### src/rtl/btcs_pkg.sv
// ----------------------------------------------------------------------------
// btcs_pkg - shared types and codes for the block transfer command splitter
// Beat layouts, phase encoding, function codes, opcodes, register indexes.
// ----------------------------------------------------------------------------
`default_nettype none

package btcs_pkg;

    // request function codes
    localparam logic [1:0] FUNC_READ     = 2'd0;
    localparam logic [1:0] FUNC_WRITE    = 2'd1;
    localparam logic [1:0] FUNC_COMPLETE = 2'd2;

    // SCSI operation bytes
    localparam logic [7:0] OP_READ10  = 8'h28;
    localparam logic [7:0] OP_WRITE10 = 8'h2A;
    localparam logic [7:0] OP_READ16  = 8'h88;

    localparam logic [4:0] CDB_LEN_SHORT = 5'd10;
    localparam logic [4:0] CDB_LEN_LONG  = 5'd16;

    // register indexes (byte address / 4)
    localparam logic [2:0] REG_MAX_BLOCKS  = 3'd0;
    localparam logic [2:0] REG_BLOCK_SIZE  = 3'd1;
    localparam logic [2:0] REG_UNIT_NUMBER = 3'd2;
    localparam logic [2:0] REG_OMIT_UNIT   = 3'd3;
    localparam logic [2:0] REG_WIDE_LBA    = 3'd4;

    localparam logic [15:0] MAX_BLOCKS_RST = 16'hFFFF;
    localparam logic [16:0] BLOCK_SIZE_RST = 17'd512;
    localparam logic [16:0] BLOCK_SIZE_TOP = 17'd65536;

    typedef enum logic [1:0] {
        PH_IDLE  = 2'd0,
        PH_READ  = 2'd1,
        PH_WRITE = 2'd2
    } t_phase;

    typedef struct packed {
        logic [1:0]  func;
        logic [63:0] start_block;
        logic [31:0] block_count;
        logic        command_failed;
    } t_in_beat;

    typedef struct packed {
        logic        is_finish;
        logic [7:0]  opcode;
        logic [7:0]  unit_byte;
        logic [63:0] block_address;
        logic [15:0] command_blocks;
        logic [4:0]  command_length;
        logic [31:0] byte_length;
        logic        to_device;
        logic [31:0] blocks_done;
        logic        io_error;
    } t_out_beat;

endpackage

`default_nettype wire

### src/rtl/block_transfer_command_splitter.sv
// ----------------------------------------------------------------------------
// block_transfer_command_splitter - splits block requests into SCSI commands
// Data path: an accepted input beat is captured in the input register and its
// result is then written to the result register, or to the skid stage while
// the result register is held. Throughput: one beat per cycle while the output
// is not stalled. While a result is held downstream the input takes at most
// one further beat, which moves into a one-deep skid stage.
// Reset: synchronous active low; clears phase, split state, valids and the
// configuration registers to their defaults.
// ----------------------------------------------------------------------------
`default_nettype none

module block_transfer_command_splitter (
    input  wire                   i_clk,
    input  wire                   i_rst_n,
    // request / completion beats
    input  wire                   i_in_valid,
    output logic                  o_in_stall,
    input  wire btcs_pkg::t_in_beat i_in_data,
    // command / finish beats
    output logic                  o_out_valid,
    input  wire                   i_out_stall,
    output btcs_pkg::t_out_beat   o_out_data,
    // configuration
    input  wire                   psel,
    input  wire                   penable,
    input  wire                   pwrite,
    input  wire [4:0]             paddr,
    input  wire [31:0]            pwdata,
    output logic [31:0]           prdata,
    output logic                  pready
);

    // ------------------------------------------------------------------
    // Configuration registers (stored already saturated)
    // ------------------------------------------------------------------
    logic [15:0] r_max_blocks;
    logic [16:0] r_block_size;
    logic [2:0]  r_unit_number;
    logic        r_omit_unit;
    logic        r_wide_lba;

    logic        w_cfg_wr;
    logic [2:0]  w_cfg_idx;
    logic [16:0] w_bs_sat;

    assign pready    = 1'b1;
    assign w_cfg_wr  = psel & penable & pwrite;
    assign w_cfg_idx = paddr[4:2];

    always_comb begin
        if (pwdata[16:0] == 17'd0) begin
            w_bs_sat = 17'd1;
        end else if (pwdata[16:0] > btcs_pkg::BLOCK_SIZE_TOP) begin
            w_bs_sat = btcs_pkg::BLOCK_SIZE_TOP;
        end else begin
            w_bs_sat = pwdata[16:0];
        end
    end

    always_ff @(posedge i_clk) begin
        if (!i_rst_n) begin
            r_max_blocks  <= btcs_pkg::MAX_BLOCKS_RST;
            r_block_size  <= btcs_pkg::BLOCK_SIZE_RST;
            r_unit_number <= 3'd0;
            r_omit_unit   <= 1'b0;
            r_wide_lba    <= 1'b1;
        end else if (w_cfg_wr) begin
            case (w_cfg_idx)
                btcs_pkg::REG_MAX_BLOCKS: begin
                    r_max_blocks <= (pwdata[15:0] == 16'd0) ? 16'd1 : pwdata[15:0];
                end
                btcs_pkg::REG_BLOCK_SIZE:  r_block_size  <= w_bs_sat;
                btcs_pkg::REG_UNIT_NUMBER: r_unit_number <= pwdata[2:0];
                btcs_pkg::REG_OMIT_UNIT:   r_omit_unit   <= pwdata[0];
                btcs_pkg::REG_WIDE_LBA:    r_wide_lba    <= pwdata[0];
                default: ;  // unmapped addresses ignored
            endcase
        end
    end

    always_comb begin
        case (w_cfg_idx)
            btcs_pkg::REG_MAX_BLOCKS:  prdata = {16'd0, r_max_blocks};
            btcs_pkg::REG_BLOCK_SIZE:  prdata = {15'd0, r_block_size};
            btcs_pkg::REG_UNIT_NUMBER: prdata = {29'd0, r_unit_number};
            btcs_pkg::REG_OMIT_UNIT:   prdata = {31'd0, r_omit_unit};
            btcs_pkg::REG_WIDE_LBA:    prdata = {31'd0, r_wide_lba};
            default:                   prdata = 32'd0;
        endcase
    end

    // ------------------------------------------------------------------
    // Beat buffering: input register -> result register (+ skid)
    // The input stage never holds a beat back, so the only back
    // pressure comes from the result side. Stall when the skid is full,
    // or when the beat in flight will itself land in the skid.
    // ------------------------------------------------------------------
    logic                r_in_valid;
    btcs_pkg::t_in_beat  r_in;
    logic                r_out_valid, n_out_valid;
    btcs_pkg::t_out_beat r_out, n_out;
    logic                r_skid_valid, n_skid_valid;
    btcs_pkg::t_out_beat r_skid;
    logic                w_in_accept;
    logic                w_out_take;

    assign o_in_stall  = r_skid_valid | (r_in_valid & r_out_valid & i_out_stall);
    assign w_in_accept = i_in_valid & ~o_in_stall;
    assign w_out_take  = r_out_valid & ~i_out_stall;
    assign o_out_valid = r_out_valid;
    assign o_out_data  = r_out;

    // ------------------------------------------------------------------
    // Split state
    // ------------------------------------------------------------------
    btcs_pkg::t_phase r_phase, n_phase;
    logic [63:0]      r_next_block, n_next_block;
    logic [31:0]      r_blocks_left, n_blocks_left;
    logic [31:0]      r_blocks_asked, n_blocks_asked;
    logic [15:0]      r_chunk_blocks, n_chunk_blocks;

    // decoded beat
    logic             w_start, w_comp;
    logic             w_emit, w_emit_cmd;
    btcs_pkg::t_phase w_ph;      // phase the command runs under
    logic [63:0]      w_nb;      // start block of the command
    logic [31:0]      w_nl;      // blocks still to go
    logic [31:0]      w_asked;
    logic [15:0]      w_n;       // blocks in this command
    logic             w_wide;
    logic [32:0]      w_prod;
    btcs_pkg::t_out_beat w_res;

    always_comb begin
        w_start = r_in_valid & ((r_in.func == btcs_pkg::FUNC_READ) |
                                (r_in.func == btcs_pkg::FUNC_WRITE));
        w_comp  = r_in_valid & (r_in.func == btcs_pkg::FUNC_COMPLETE) &
                  (r_phase != btcs_pkg::PH_IDLE);

        if (w_start) begin
            w_ph    = (r_in.func == btcs_pkg::FUNC_READ) ? btcs_pkg::PH_READ
                                                         : btcs_pkg::PH_WRITE;
            w_nb    = r_in.start_block;
            w_nl    = r_in.block_count;
            w_asked = r_in.block_count;
        end else begin
            w_ph    = r_phase;
            w_nb    = r_next_block + {48'd0, r_chunk_blocks};
            w_nl    = r_blocks_left - {16'd0, r_chunk_blocks};
            w_asked = r_blocks_asked;
        end

        // a start always issues a command (zero-count one too);
        // a good completion issues one while blocks remain
        w_emit_cmd = w_start | (w_comp & ~r_in.command_failed & (w_nl != 32'd0));
        w_emit     = w_start | w_comp;

        w_n    = (w_nl > {16'd0, r_max_blocks}) ? r_max_blocks : w_nl[15:0];
        w_wide = (w_ph == btcs_pkg::PH_READ) & r_wide_lba & (|w_nb[63:28]);
        w_prod = r_block_size * w_n;
    end

    // next phase
    always_comb begin
        n_phase = r_phase;
        if (w_start) begin
            n_phase = w_ph;
        end else if (w_comp & ~w_emit_cmd) begin
            n_phase = btcs_pkg::PH_IDLE;
        end
    end

    // result and split state update
    always_comb begin
        n_next_block   = r_next_block;
        n_blocks_left  = r_blocks_left;
        n_blocks_asked = r_blocks_asked;
        n_chunk_blocks = r_chunk_blocks;
        w_res          = '0;

        if (w_start | (w_comp & ~r_in.command_failed)) begin
            n_next_block  = w_nb;
            n_blocks_left = w_nl;
        end
        if (w_start) begin
            n_blocks_asked = w_asked;
        end

        if (w_emit_cmd) begin
            n_chunk_blocks       = w_n;
            w_res.is_finish      = 1'b0;
            if (w_ph == btcs_pkg::PH_WRITE) begin
                w_res.opcode = btcs_pkg::OP_WRITE10;
            end else begin
                w_res.opcode = w_wide ? btcs_pkg::OP_READ16 : btcs_pkg::OP_READ10;
            end
            w_res.unit_byte      = r_omit_unit ? 8'd0 : {r_unit_number, 5'd0};
            w_res.block_address  = w_wide ? w_nb : {32'd0, w_nb[31:0]};
            w_res.command_blocks = w_n;
            w_res.command_length = w_wide ? btcs_pkg::CDB_LEN_LONG
                                          : btcs_pkg::CDB_LEN_SHORT;
            w_res.byte_length    = w_prod[31:0];
            w_res.to_device      = (w_ph == btcs_pkg::PH_WRITE);
        end else begin
            // finish: on failure count from the state before the completion
            w_res.is_finish = 1'b1;
            if (r_in.command_failed) begin
                w_res.blocks_done = r_blocks_asked - r_blocks_left;
                w_res.io_error    = (r_blocks_left == r_blocks_asked);
            end else begin
                w_res.blocks_done = r_blocks_asked;
                w_res.io_error    = (r_blocks_asked == 32'd0);
            end
        end
    end

    // result register / skid steering
    always_comb begin
        n_out_valid  = r_out_valid;
        n_out        = r_out;
        n_skid_valid = r_skid_valid;
        if (!r_out_valid || w_out_take) begin
            if (r_skid_valid) begin
                n_out_valid  = 1'b1;
                n_out        = r_skid;
                n_skid_valid = 1'b0;
            end else begin
                n_out_valid = w_emit;
                n_out       = w_res;
            end
        end else if (w_emit) begin
            n_skid_valid = 1'b1;
        end
    end

    always_ff @(posedge i_clk) begin
        if (!i_rst_n) begin
            r_in_valid     <= 1'b0;
            r_out_valid    <= 1'b0;
            r_skid_valid   <= 1'b0;
            r_phase        <= btcs_pkg::PH_IDLE;
            r_next_block   <= 64'd0;
            r_blocks_left  <= 32'd0;
            r_blocks_asked <= 32'd0;
            r_chunk_blocks <= 16'd0;
        end else begin
            r_in_valid     <= w_in_accept;
            r_out_valid    <= n_out_valid;
            r_skid_valid   <= n_skid_valid;
            r_phase        <= n_phase;
            r_next_block   <= n_next_block;
            r_blocks_left  <= n_blocks_left;
            r_blocks_asked <= n_blocks_asked;
            r_chunk_blocks <= n_chunk_blocks;
        end
    end

    // payload registers, no reset
    always_ff @(posedge i_clk) begin
        if (w_in_accept) begin
            r_in <= i_in_data;
        end
        r_out <= n_out;
        if (r_out_valid && !w_out_take && w_emit) begin
            r_skid <= w_res;
        end
    end

    // ------------------------------------------------------------------
    // Assertions
    // ------------------------------------------------------------------
    a_skid_behind_out: assert property (@(posedge i_clk) disable iff (!i_rst_n)
        r_skid_valid |-> r_out_valid)
        else $error("skid holds a beat while the result register is empty");

    a_skid_no_inflight: assert property (@(posedge i_clk) disable iff (!i_rst_n)
        r_skid_valid |-> !r_in_valid)
        else $error("beat in the input stage with the skid already full");

    a_finish_idles: assert property (@(posedge i_clk) disable iff (!i_rst_n)
        (w_comp && !w_emit_cmd) |=> (r_phase == btcs_pkg::PH_IDLE))
        else $error("phase not idle after a finish report");

    a_max_nonzero: assert property (@(posedge i_clk) disable iff (!i_rst_n)
        r_max_blocks != 16'd0)
        else $error("max_blocks register holds zero");

endmodule

`default_nettype wire
### config.mk
export PLATFORM = sky130hd
export DESIGN_NAME = block_transfer_command_splitter
export DESIGN_NICKNAME = d
export VERILOG_FILES = /design/src/rtl/btcs_pkg.sv /design/src/rtl/block_transfer_command_splitter.sv
export SDC_FILE = /design/constraint.sdc
export NUM_CORES = 2
export LEC_CHECK = 0
export ABC_AREA = 1
export BUFFER_PORTS_ARGS = -buffer_cell sky130_fd_sc_hd__buf_2
export CAP_MARGIN = 20
export CORE_ASPECT_RATIO = 1.5
export CORE_MARGIN = 1
export CORE_UTILIZATION = 45
export DETAILED_ROUTE_END_ITERATION = 10
export GPL_ROUTABILITY_DRIVEN = 0
export GPL_TIMING_DRIVEN = 0
export SLEW_MARGIN = 20
export SYNTH_ARGS = -nofsm -noshare
export SYNTH_HDL_FRONTEND = slang
export SYNTH_SLANG_ARGS = --single-unit
### constraint.sdc
create_clock -name i_clk -period 20.7 [get_ports i_clk]
set_input_delay 2.07 -clock i_clk [delete_from_list [all_inputs] [get_ports i_clk]]
set_output_delay 2.07 -clock i_clk [all_outputs]
set_load 0.05 [all_outputs]
# [Word level (Yosys, flattened, before mapping)]
# Cells that the tools add are included.
[classes] addsub=3 mul=1 n_lt_le_gt_ge=2 eq_ne=9 n_mux=22 bitwise=24 n_reduce_logical=20
[ops] operator="$mux W168" n=1
[ops] operator="$mux W134" n=1
[ops] operator="$mux W64" n=2
[ops] operator="$pmux W17 S5" n=1
[ops] operator="$mux W33" n=2
[ops] operator="$add A64 B16 Y64" n=1
[ops] operator="$reduce_or A36 Y1" n=1
[ops] operator="$mux W17" n=2
[ops] operator="$eq A32 B32 Y1" n=1
[ops] operator="$gt A32 B16 Y1" n=1
[ops] operator="$logic_not A32 Y1" n=1
[ops] operator="$mul A17 B16 Y32" n=1
[ops] operator="$mux W16" n=2
[ops] operator="$mux W32" n=1
[ops] operator="$reduce_bool A32 Y1" n=1
[ops] operator="$sub A32 B16 Y32" n=1
[ops] operator="$sub A32 B32 Y32" n=1
[ops] operator="$mux W8" n=3
[ops] operator="$gt A17 B17 Y1 const B" n=1
[ops] operator="$logic_not A17 Y1" n=1
[ops] operator="$logic_not A16 Y1" n=1
[ops] operator="$and A1 B1 Y1" n=14
[ops] operator="$reduce_and A2 Y1" n=5
[ops] operator="$mux W2" n=4
[ops] operator="other kinds (16)" n=31
[totals] regBits=622 wordCells=118

# [Depth between registers and ports, before layout]
[logic_depth] word_depth=11 depth_mapped=50

# [Worst setup path after synthesis]
# No wires, ideal clock.
[synth_timing] path_kind="input -> register" from="input i_out_stall" to="register r_skid[0] (netlist name) (enable)" setup_time_ns=1.515 arrival_time_ns=12.783 t_required_ns=19.185 path_slack_ns=6.402 path_stages=2 cell_sequence="nand2_1 nor2_1"
[synth_between] elab_chain_len=5
[synth_rtl] item="start: declaration" line_no="block_transfer_command_splitter.sv:22" rtl="input wire i_out_stall,"
[synth_rtl] item="$not A1 Y1" line_no="block_transfer_command_splitter.sv:110" rtl="assign w_out_take = r_out_valid & ~i_out_stall;"
[synth_rtl] item="$and A1 B1 Y1" line_no="block_transfer_command_splitter.sv:110"
[synth_rtl] item="$logic_not A1 Y1" line_no="block_transfer_command_splitter.sv:265" rtl="if (r_out_valid && !w_out_take && w_emit) begin"
[synth_rtl] item="$logic_and A1 B1 Y1 (2 in a row)" line_no="block_transfer_command_splitter.sv:265"
[synth_rtl] item="end signal: assignment" line_no="block_transfer_command_splitter.sv:266" rtl="r_skid <= w_res;"
[synth_rtl] item="end: declaration" line_no="block_transfer_command_splitter.sv:104" rtl="btcs_pkg::t_out_beat r_skid;"
# Every way passes these cells.
# A chain may end at the register's enable or synchronous reset.

# [Final worst setup path]
[layout_timing] from="register r_in[98] (netlist name)" to="register r_out (netlist bit o_out_data[59]) (data pin)"
[layout_between] elab_chain_len=9
[layout_rtl] item="start: declaration" line_no="block_transfer_command_splitter.sv:100" rtl="btcs_pkg::t_in_beat r_in;"
[layout_rtl] item="start signal: assignment" line_no="block_transfer_command_splitter.sv:262" rtl="r_in <= i_in_data;"
[layout_rtl] item="$eq A2 B1 Y1 / $logic_not A2 Y1 (equally long branches)" line_no="block_transfer_command_splitter.sv:137, block_transfer_command_splitter.sv:136"
[layout_rtl] item="$or A1 B1 Y1 (*)" line_no="block_transfer_command_splitter.sv:136" rtl="w_start = r_in_valid & ((r_in.func == btcs_pkg::FUNC_READ) |"
[layout_rtl] item="$and A1 B1 Y1 (*)" line_no="block_transfer_command_splitter.sv:136"
[layout_rtl] item="$mux W32 (*)" line_no="block_transfer_command_splitter.sv:141" rtl="if (w_start) begin"
[layout_rtl] item="via w_nl[1]" line_no="block_transfer_command_splitter.sv:128" rtl="logic [31:0] w_nl;"
[layout_rtl] item="$gt A32 B16 Y1 / $reduce_bool A32 Y1 (equally long branches)" line_no="block_transfer_command_splitter.sv:159, block_transfer_command_splitter.sv:156"
[layout_rtl] item="$mux W16 / $and A1 B1 Y1 (equally long branches)" line_no="block_transfer_command_splitter.sv:159, block_transfer_command_splitter.sv:156"
[layout_rtl] item="$mul A17 B16 Y32 / $or A1 B1 Y1 (equally long branches)" line_no="block_transfer_command_splitter.sv:161, block_transfer_command_splitter.sv:156"
[layout_rtl] item="$mux W134 (*)" line_no="block_transfer_command_splitter.sv:190" rtl="if (w_emit_cmd) begin"
[layout_rtl] item="$mux W168 (*)" line_no="block_transfer_command_splitter.sv:224" rtl="if (r_skid_valid) begin"
[layout_rtl] item="end signal: assignment" line_no="block_transfer_command_splitter.sv:264" rtl="r_out <= n_out;"
[layout_rtl] item="end: declaration" line_no="block_transfer_command_splitter.sv:102" rtl="btcs_pkg::t_out_beat r_out, n_out;"
# Mark *: on every way through the listed nets, which the timed path passes. The rest lies on a longest branch.

==> impl_results.md <==
- Outcome: finished, final reports clean
- Yosys warning total: 0
- Port bufs: 301
- Final WL: 140,000 um
- Antenna violations before repair: 10
- Critical R2R Launch: r_in[98]
- Slew headroom: a little over a fifth
- Vert. Die Dim: approximately 360 um
- First-pass GRT wire length: roughly 200,000 um
- Final Max Slew Viols: 0
- Largest stage delay on the critical path: 0.84 ns
- Pwr Total: between 0.003 and 0.004 W
- Post-layout min period: around 13 ns
- Post-route DRC: 0
- Async set or reset register ratio after synthesis: 0%
- WL per Instance: ~22 um
- Mapped Avg Cell Area: around 8.3 um2
- Clock network power share: between 30 and 40%
- Post-synth top flop: edfxtp_1
- P&R area growth vs syn: 14.1%
- Layout cells sized above 1: 12.0%
- Final Hold Viols: 0
- Clk sinks: slightly below 600
- CP startpoint kind: flip-flop
- Vias per cell: 5.36
- CTS resizes: 0
- Tcrit/Tclk final: about 60%
- Max_cap viols: 0
- Crit path max-delay cell type: clkbuf_1
- Most frequent cell after synthesis: nand2_1
- Tot GR Track Use: between 30% and 40%
- Worst R2R Path Depth: 39
- DRT iter0 DRCs: about 2.8k
- Starting Density: a little under half
- FF-to-FF End: o_out_data[59]
- Placed Instance Area: 42,600 um2
- Die Width: roughly 240 um
- Worst hold path type: flip-flop to flip-flop
- CTS HTree Levels: 2
- Crit Path Class: flip-flop to flip-flop
- Hold EP: r_next_block[14]
- CTS Buf Count: just under 60
- Worst path most repeated cell: fa_1
- Hold Crit Depth: 2
- Placed cell count: approximately 6.2k
- Crit end category: flip-flop
- Logic pwr share: between 20% and 30%
- Worst slew pin tran: 1.18 ns
- Via count: approximately 34k
- Clock transition at path regs: approximately 0.060 ns
- Worst-path fanout max: 10
- Unrepaired setup endpoints after global routing: false
- Internal: around 0.0022 W
- Cell area after layout: between 40,000 and 50,000 um2
- Finish-stage setup viols: 0
- Critical Path Source: r_in[98]
- # IOs: 346
- Vias in the first global route: around 34k
- Largest net degree at the start of global routing: 55
- GR Overflow Total: 0
- Commonest cells in the netlist: nand2_1 (1,288), inv_1 (720), nor2_1 (410)
- Data arrival time of the worst path: 12.93 ns
- Post-route ant nets: 0
- Max VDD drop: around 0.080 mV
- P_leak: between 20 and 25 nW
- PwrDens: slightly above 70 nW/um2
- Core ar.: 86,400 um2
- Detailed placement HPWL: roughly 110,000 um
- DR pass1 iterations: 6
- Post-synth EDFFs: about 400
- Cells after Synth: ~4.7k
- TritonCTS clock tree: built
- R2R setup slack: between 8 and 9 ns
- Worst Skew: roughly 0.043 ns
- Row count: ~130
- Min-delay src: r_next_block[14]
- Buffer count from post-CTS setup fixing: 0
- Clock Latency Late Sink: between 0.6 and 0.7 ns
- Synth top area cells: edfxtp_1 (31%), nand2_1 (12%), fa_1 (11%)
- Synth top area share: a little under a third
- Sw frac: approximately a third
- Non-filler cells, final: between 6k and 7k
- Fmax: between 70 and 80 MHz
- Nets@finish: between 5k and 6k
- Yosys cell types: 63
- Final Util: 51.8%
- Switching pwr: around 0.0010 W
- Die area: about 90,000 um2
- Root buffer cell: clkbuf_16
- Synth Cell Area: around 40,000 um2
- Flop pwr share: 41.9%
- CTS Buffer Depth: 3
- Post-CTS Hold Buffers: 0
- Yosys top cell by area: edfxtp_1
- CP Data Required Time: 21.13 ns
- Synthesized flop and latch total: a little under 600
- Register area share after synthesis: between 40 and 50%
[state kept, by name, summed over array words and instances (netlist names)]
| signal | cells |
|---|---|
| r_next_block | 64 |
| r_blocks_asked | 32 |
| o_out_data | 155 |
| r_skid | 155 |
| r_phase | 2 |
| r_unit_number | 3 |
| r_chunk_blocks | 16 |
| r_skid_valid | 1 |
| o_out_valid | 1 |
| r_block_size | 17 |
| r_in_valid | 1 |
| r_max_blocks | 16 |
| r_blocks_left | 32 |
| r_omit_unit | 1 |
| r_wide_lba | 1 |
| r_in | 99 |
[per-layer routing]
| metal | GRT usage [%] | part of all wire [%] | up-vias |
|---|---|---|---|
| met2 | 56.8 | 50 | 1389 |
| li1 | - | - | 15900 |
| met4 | 25.0 | 9.2 | 14 |
| met3 | 4.86 | 5.9 | 510 |
| met1 | 32.8 | 34 | 16100 |
| met5 | 0 | 0.074 | - |
[worst max-delay path, delay by kind of cell (launching register included)]
family | cells | cell delay (ns)
adder cells (fa/ha/maj) | 8 | 3.88
XOR/XNOR | 1 | 0.24
AND/OR/NAND/NOR | 9 | 1.86
buffers and inverters | 10 | 2.80
AO/OA/AOI/OAI | 11 | 2.92
flip-flops | 1 | 0.50
[kinds of logic (layout without fill, tap and decap cells)]
family / count (synthesis) / after routing / share of synthesized area, %
buf+inv: 950 / 1377 / 9.68
compound gates: 620 / 620 / 9.11
xor+xnor: 87 / 87 / 1.94
flops: 596 / 596 / 40.9
mux: 1 / 1 / 0.0255
fa+ha+maj: 390 / 390 / 16.5
other cells: 2 / 28 / 0.0191
simple gates: 2088 / 2088 / 21.9
[how the worst max path moves through the flow]
stage                      to  cells past startpoint
2_1_floorplan       r_skid[0]                      2
3_3_place_gp       r_skid[46]                      3
3_5_place_dp   o_out_data[59]                     39
4_1_cts        o_out_data[59]                     39
5_1_grt        o_out_data[59]                     39
6_report       o_out_data[59]                     39
[placed cells by master (no fill, tap or decap), types with 10 or more instances in the layout]
cell / instances
nand4_1: 44
buf_4: 37
buf_6: 10
edfxtp_1: 409
clkbuf_1: 131
o211ai_1: 56
dfxtp_1: 187
or2_2: 27
conb_1: 27
ha_1: 180
nor3_1: 45
buf_1: 10
nand2_2: 14
nor2_1: 408
xor2_1: 33
nor2_2: 17
nand3_1: 192
xnor2_1: 54
fa_1: 210
inv_2: 31
nand2_1: 1287
a21oi_1: 235
o22ai_1: 13
clkbuf_16: 66
a21oi_2: 26
o21ai_1: 45
o21ai_0: 184
inv_1: 720
nor4_1: 22
buf_2: 314
o21ai_2: 12
[power groups by stage]
stage / Clock (W) / Combinational [W] / Sequential (W)
final: 0.00119 / 0.000692 / 0.00136
after global routing: 0.00124 / 0.000753 / 0.00136
after CTS: 0.00120 / 0.000683 / 0.00136
after detailed placement: 0 / 0.000680 / 0.00139
after global placement: 0 / 0.000672 / 0.00139
after floorplan: 0 / 0.000390 / 0.00146
[per-stage QoR]
stage	hold slack, ns	setup TNS (ns)	setup WS, ns
global route	0.500	0	7.88
global placement	0.454	-957.41	-6.20
floorplan	0.443	0	6.40
detailed placement	0.463	0	8.58
finish	0.476	0	8.20
CTS	0.476	0	8.51
[final cells by class]
type	count	area (um2)
repair buffers	315	1850
diodes	1	2.50
inverters	755	2830
multi-input cells	3213	19500
fillers	8304	41600
plain buffers	195	965
clock buffers	76	1710
clock inverters	36	439
well taps	1139	1430
flip-flops and latches	596	16000
Power figures use the tool's default switching activity.
